**config.mk**
```make
export PLATFORM = sky130hd
export DESIGN_NAME = mtbbt_ctrl
export DESIGN_NICKNAME = d
export VERILOG_FILES = /design/src/rtl/core/mtbbt_pkg.sv /design/src/rtl/core/mtbbt_ctrl.sv
export SDC_FILE = /design/constraint.sdc
export NUM_CORES = 1
export LEC_CHECK = 0
export BUFFER_PORTS_ARGS = -buffer_cell sky130_fd_sc_hd__buf_2
export CORE_AREA = 10 10 47 49
export CTS_CLUSTER_DIAMETER = 80
export CTS_CLUSTER_SIZE = 20
export DETAILED_ROUTE_END_ITERATION = 12
export DIE_AREA = 0 0 57 59
export GPL_TIMING_DRIVEN = 1
export SYNTH_ARGS = -nofsm -noshare
export SYNTH_HDL_FRONTEND = slang
export SYNTH_SLANG_ARGS = --single-unit
```
**constraint.sdc**
```tcl
create_clock -name clk_i -period 1.5 [get_ports clk_i]
set_input_delay 0.15 -clock clk_i [delete_from_list [all_inputs] [get_ports clk_i]]
set_output_delay 0.15 -clock clk_i [all_outputs]
set_load 0.02 [all_outputs]
```
**src/rtl/core/mtbbt_pkg.sv**
```systemverilog
`default_nettype none

package mtbbt_pkg;

  localparam int unsigned BEAT_TICKS = 1920;
  localparam int unsigned TICK_FRAC_BITS = 16;
  // seconds per minute times tempo scale
  localparam int unsigned RATE_SCALE = 15360;

  localparam int unsigned TICK_W    = 27;
  localparam int unsigned DIV_DVD_W = 66;
  localparam int unsigned DIV_DSR_W = 33;
  localparam int unsigned DIV_CNT_W = $clog2(DIV_DVD_W);

  localparam logic [TICK_W-1:0] TICK_ONE = TICK_W'(BEAT_TICKS << TICK_FRAC_BITS);
  localparam logic [TICK_W:0]   TICK_HALF = (TICK_W+1)'(1) << (TICK_FRAC_BITS - 1);

  typedef enum logic [2:0] {
    OP_PROCESS  = 3'd0,
    OP_PAUSE    = 3'd1,
    OP_RELOCATE = 3'd2,
    OP_RESYNC   = 3'd3,
    OP_START    = 3'd4
  } opcode_e;

  typedef enum logic [1:0] {
    CFG_TRANSPORT_INTERNAL = 2'd0,
    CFG_BEATS_PER_BAR      = 2'd1,
    CFG_TEMPO_Q8           = 2'd2,
    CFG_SAMPLE_RATE        = 2'd3
  } cfg_index_e;

  typedef enum logic [2:0] {
    STG_BEATS = 3'd0,
    STG_TICK  = 3'd1,
    STG_BAR   = 3'd2,
    STG_INC   = 3'd3,
    STG_CARRY = 3'd4,
    STG_FOLD  = 3'd5
  } stage_e;

  typedef enum logic [2:0] {
    ST_IDLE   = 3'd0,
    ST_DECODE = 3'd1,
    ST_GO     = 3'd2,
    ST_WAIT   = 3'd3,
    ST_FINISH = 3'd4
  } state_e;

  typedef struct packed {
    logic [2:0]  opcode;
    logic [15:0] frames;
    logic [47:0] position;
  } in_req_t;

  typedef struct packed {
    logic [30:0] bar;
    logic [4:0]  beat;
    logic [26:0] tick_fixed;
    logic [10:0] tick_rounded;
    logic [47:0] bar_origin;
    logic [47:0] frame_now;
    logic        playing;
    logic        bbt_valid;
  } out_rsp_t;

  typedef struct packed {
    logic   capture;
    logic   apply_op;
    logic   load_frame;
    logic   div_start;
    logic   div_take;
    logic   load_out;
    stage_e stage;
  } ctrl_cmd_t;

  typedef struct packed {
    logic op_process;
    logic proc_active;
    logic resync_pending;
    logic playing;
    logic div_busy;
    logic div_done;
    logic out_free;
  } dp_status_t;

endpackage

`default_nettype wire

```
**src/rtl/core/mtbbt_ctrl.sv**
```systemverilog
`default_nettype none

module mtbbt_ctrl (
  input  wire logic                   clk_i,
  input  wire logic                   rst_ni,
  input  wire logic                   in_valid_i,
  output logic                        in_ready_o,
  input  wire mtbbt_pkg::dp_status_t  status_i,
  output mtbbt_pkg::ctrl_cmd_t        cmd_o
);

  mtbbt_pkg::state_e state_q, state_d;
  mtbbt_pkg::stage_e stage_q, stage_d;

  always_ff @(posedge clk_i or negedge rst_ni) begin
    if (!rst_ni) begin
      state_q <= mtbbt_pkg::ST_IDLE;
      stage_q <= mtbbt_pkg::STG_BEATS;
    end else begin
      state_q <= state_d;
      stage_q <= stage_d;
    end
  end

  always_comb begin
    state_d          = state_q;
    stage_d          = stage_q;
    in_ready_o       = 1'b0;
    cmd_o.capture    = 1'b0;
    cmd_o.apply_op   = 1'b0;
    cmd_o.load_frame = 1'b0;
    cmd_o.div_start  = 1'b0;
    cmd_o.div_take   = 1'b0;
    cmd_o.load_out   = 1'b0;
    cmd_o.stage      = stage_q;
    case (state_q)
      mtbbt_pkg::ST_IDLE: begin
        in_ready_o = 1'b1;
        if (in_valid_i) begin
          cmd_o.capture = 1'b1;
          state_d       = mtbbt_pkg::ST_DECODE;
        end
      end
      mtbbt_pkg::ST_DECODE: begin
        if (!status_i.op_process) begin
          cmd_o.apply_op = 1'b1;
          state_d        = mtbbt_pkg::ST_FINISH;
        end else if (!status_i.proc_active) begin
          state_d = mtbbt_pkg::ST_FINISH;
        end else begin
          cmd_o.load_frame = 1'b1;
          if (status_i.resync_pending) begin
            stage_d = mtbbt_pkg::STG_BEATS;
            state_d = mtbbt_pkg::ST_GO;
          end else if (status_i.playing) begin
            stage_d = mtbbt_pkg::STG_INC;
            state_d = mtbbt_pkg::ST_GO;
          end else begin
            state_d = mtbbt_pkg::ST_FINISH;
          end
        end
      end
      mtbbt_pkg::ST_GO: begin
        cmd_o.div_start = 1'b1;
        state_d         = mtbbt_pkg::ST_WAIT;
      end
      mtbbt_pkg::ST_WAIT: begin
        if (status_i.div_done) begin
          cmd_o.div_take = 1'b1;
          state_d        = mtbbt_pkg::ST_GO;
          case (stage_q)
            mtbbt_pkg::STG_BEATS: stage_d = mtbbt_pkg::STG_TICK;
            mtbbt_pkg::STG_TICK:  stage_d = mtbbt_pkg::STG_BAR;
            mtbbt_pkg::STG_INC:   stage_d = mtbbt_pkg::STG_CARRY;
            mtbbt_pkg::STG_CARRY: stage_d = mtbbt_pkg::STG_FOLD;
            default:              state_d = mtbbt_pkg::ST_FINISH;
          endcase
        end
      end
      mtbbt_pkg::ST_FINISH: begin
        if (status_i.out_free) begin
          cmd_o.load_out = 1'b1;
          state_d        = mtbbt_pkg::ST_IDLE;
        end
      end
      default: begin
        state_d = mtbbt_pkg::ST_IDLE;
      end
    endcase
  end

endmodule

`default_nettype wire
```
# --- Word level (Yosys, flattened, before mapping) ---
# Cells that the tools add are included.
word_totals:
  wordCells: 50
  mem_bits_ro: 0
  latchBits: 0
  ff_bits: 6
  in_bits: 10
  memories: 0
  ramBits: 0
  output_inout_bits: 10
classes:
  bitwise: 0
  addsub: 0
  n_mul: 0
  muxes: 28
  n_reduce_logical: 6
  div: 0
  magnitude_cmp: 0
  eq_ne: 14
  shifts: 0
ops:
  columns: ["operator", "count"]
  rows:
  - ["$mux 3", 13]
  - ["$pmux 3 s5", 1]
  - ["$pmux 3 s4", 1]
  - ["$mux 1", 11]
  - ["$ne 2x2->1 const B", 5]
  - ["$eq 3x2->1 const B", 3]
  - ["$eq 3x1->1 const B", 2]
  - ["$eq 3x3->1 const B", 2]
  - ["$logic_not 3->1", 2]
  - ["$pmux 3 s2", 1]
  - ["$reduce_and 6->1", 1]
  - ["$ne 5x1->1 const B", 1]
  - ["$reduce_or 4->1", 1]
  - ["$ne 3x3->1 const B", 1]
  - ["$reduce_and 3->1", 1]
  - ["$mux 2", 1]
  - ["$reduce_bool 2->1", 1]

# --- Logic depth before layout (Yosys ltp) ---
logic_depth:
  depth_word: 5
  mapped_depth: 5
  mapped_depth_nobuf: 4

# --- Worst setup path before layout ---
# No wires, ideal clock.
synth_timing:
  path_type: "register -> register"
  startpoint: "register state_q[2]"
  endpoint: "register stage_q[0]"
  t_arrival_ps: 1476
  stages_incl_launch_ff: 6
  t_required_ps: 1375
  setup_time_ps: 125
  synth_period_minus_slack_ps: 1601
  setup_slack_ps: -101
  cell_sequence: "dfrtp_1 > buf_6 > or3b_4 > nor2_4 > o21ai_2 > mux2_4"
synth_between:
  elab_chain_cells: 3
  word_cells_on_any_way: 10
  cone_classes: "eq/ne (7); mux (1); reduce/logical (2)"
synth_lines:
  columns: ["element", "line", "source"]
  rows:
  - ["from (decl)", "mtbbt_ctrl.sv:12", "mtbbt_pkg::state_e state_q, state_d;"]
  - ["from (signal assigned)", "mtbbt_ctrl.sv:17", "state_q <= mtbbt_pkg::ST_IDLE;"]
  - ["from (signal assigned)", "mtbbt_ctrl.sv:20", "state_q <= state_d;"]
  - ["$eq 3x2->1 or $eq 3x1->1 (tied branches)", "mtbbt_ctrl.sv:36", "case (state_q)"]
  - ["$ne 5x1->1 (no line), or another cell as far along", null, null]
  - ["$reduce_and 6->1 (no line)", null, null]
  - ["to (signal assigned)", "mtbbt_ctrl.sv:18", "stage_q <= mtbbt_pkg::STG_BEATS;"]
  - ["to (signal assigned)", "mtbbt_ctrl.sv:21", "stage_q <= stage_d;"]
  - ["to (decl)", "mtbbt_ctrl.sv:13", "mtbbt_pkg::stage_e stage_q, stage_d;"]
# Several ways; a longest one is shown, not always the timed one.
# A chain may end at the register's enable or synchronous reset.

==> impl_metrics.yaml <==
run_status:
  status: "finished, violations left"
  violations: "negative setup slack"
placed_design:
  place_congestion: 0.798
  numPortBuffers: 18
  dp_hpwl_um: 1020
  placed_area_um2: 599
  place_inst: 90
cells_and_area:
  mostFrequentLayoutCells: "13 x buf_2, 8 x buf_6, 6 x nor2_1, 6 x buf_4, 5 x dfrtp_1"
  final_cells: 96
  final_nets: 92
  fin_area_um2: 748
  diodes: 0
  fillers: 142
  drive_gt1_share_pct: 60.0
  layout_commonest_cell: "buf_2"
  area_delta_synth_final_pct: 62.5
floorplanning:
  die-area_um2: 3360
  core_area_um2: 1400
  rows: 14
  die_x_um: 57
  die_h_um: 59
  ios: 20
  initial_core_util_pct: 32.9
drt:
  via_per_inst: 4.86
  wl_um: 1280
  wl_per_cell_um: 13.4
  drc_errors: 0
  drt_iter0_drc: 5
  via_count: 467
  ant_nets: 0
  drt_pass1_iterations: 2
critical_path:
  max_stage_delay_ns: 0.42
  startpoint_type: "flop"
  cp.required_ns: 1.35
  slowest_stage: "or3b_4"
  path_common_cell: "buf_6"
  cp.arrival_ns: 1.39
  end_kind: "output port"
  path_class: "reg -> out"
  path_cells: "or3b_4 -> buf_6 -> nor2_4 -> buf_6"
  critPathMaxFanout: 2
  cp_top_family: "simple AND/OR/NAND/NOR gates"
  path_buf_inv: 2
global_route:
  grt_pass1_wl_um: 1970
  grt_pass1_vias: 457
  grt-ovfl-total: 0
  antenna_found_initial: 0
  track_usage_pct: 7.10
  grt_max_degree: 10
clocking:
  htree_levels: 1
  clk_pin_slew_ns: 0.04
  cts.sinks: 6
  ctsRootBufferMaster: "clkbuf_4"
  clk_latency_ns: 0.24
  cts_tree: "built"
  cts_buffers: 3
  clk_path_buf_depth: 2
logic_synthesis:
  synth_cell_types: 28
  syn_inst: 52
  syn_nets: 62
  synth_warnings: 0
  ys_ff_latch: 6
  postSynthAreaPerCell_um2: 8.85
  yosysSeqAreaShare_pct: 32.6
  syn-cell-area_um2: 460
sta:
  slew-limit-headroom_pct: 79.9
  rsz0062_at_grt: "true"
  worstMarginPinSlew_ns: 0.300
  final-setup-viol-count: 1
  finalSetupTns_ns: -0.0362
  max_freq_mhz: 651
  period_needed_ns: 1.54
  slew_violations: 0
  worst_hold_slack_ns: 0.129
  hold_viol_final: 0
  setup_slack_ns: -0.0362
  final.period_utilization_pct: 102
  fin_worst_skew_ns: 0.00298
power:
  power_density_nw_per_um2: 2060
  peakVddDrop_uv: 922
  p_leak_uw: 0.000352
run:
  cap_viol_max_count: 0
min_path:
  hp-class: "in -> reg"
==> worst paths after layout <==
path	from	end	slack, ns	cells after the start
setup / recovery	state_q[1]	cmd_o[7]	-0.04	4
hold / removal	status_i[0]	state_q[2]	0.13	2
setup reg to reg	state_q[1]	stage_q[1]	0.05	4
hold reg to reg	stage_q[2]	stage_q[2]	0.61	2
max in group asynchronous	rst_ni	state_q[1]	1.08	2
min in group asynchronous	rst_ni	state_q[0]	0.26	2
==> metrics by stage <==
step | utilization [%] | setup WS, ns | total power (uW)
floorplan | - | -0.0400 | 877
global placement | 42.8 | 0.0362 | 1150
detailed placement | 42.8 | 0.0202 | 1160
CTS | 48.4 | -0.0469 | 1410
global route | 53.4 | -0.0782 | 1640
finish | 53.4 | -0.0362 | 1540
==> power breakdown <==
group | switching (uW) | internal, uW | total [uW]
Sequential | 62.9 | 238 | 301
Combinational | 549 | 548 | 1100
Clock | 52.5 | 90.1 | 143
==> registers in the layout (all words and copies together), names as in the netlist <==
register / flops
stage_q: 3
state_q: 3
==> metal layers <==
layer,wire [um],track usage (%),up-vias,share of wire (%)
met4,0,4.03,0,0
li1,-,-,241,-
met2,728,12.9,6,57
met3,30,1.29,0,2.3
met5,0,0,-,0
met1,525,7.51,220,41
==> repair_timing <==
action,CTS,global route
resized for setup,13,15
buffers inserted,1,1
pin swaps,1,3
hold buffers,1,0
endpoints found under the hold margin,6,0
setup endpoints to repair,3,7
==> synthesized netlist by cell type (all sizes together) <==
master   number  share of area, %
a211o         1               1.9
a21oi         2               2.2
a32oi         1               1.9
and2          2               2.7
and2b         2               3.3
and3          2               3.0
buf           3               5.2
dfrtp         6                33
inv           2               1.6
mux2          3               9.0
nand2         3               2.4
nand3         2               2.2
nand3b        1               1.6
nor2          9               9.0
nor3          4               4.3
nor3b         2               3.3
o211ai        1               1.6
o21ai         3               6.5
o22ai         1               1.4
o2bb2ai       1               1.9
or3b          1               2.4
==> final cells by class <==
| type | count | area, um^2 | area share (%) |
|---|---|---|---|
| Sequential cell | 6 | 151 | 20.2 |
| Clock buffer | 3 | 22.5 | 3.01 |
| Tap cell | 16 | 20.0 | 2.68 |
| Multi-Input combinational cell | 41 | 337 | 45.0 |
| Timing Repair Buffer | 28 | 210 | 28.1 |
| Inverter | 2 | 7.51 | 1.00 |
==> cells by family after synthesis <==
logic type             share of synthesized area, %
muxes                                          8.97
and+or+nand+nor                                34.2
buffers and inverters                          6.79
DFF                                            32.6
AOI/OAI and AO/OA                              17.4
(Power assumes the default switching activity.)
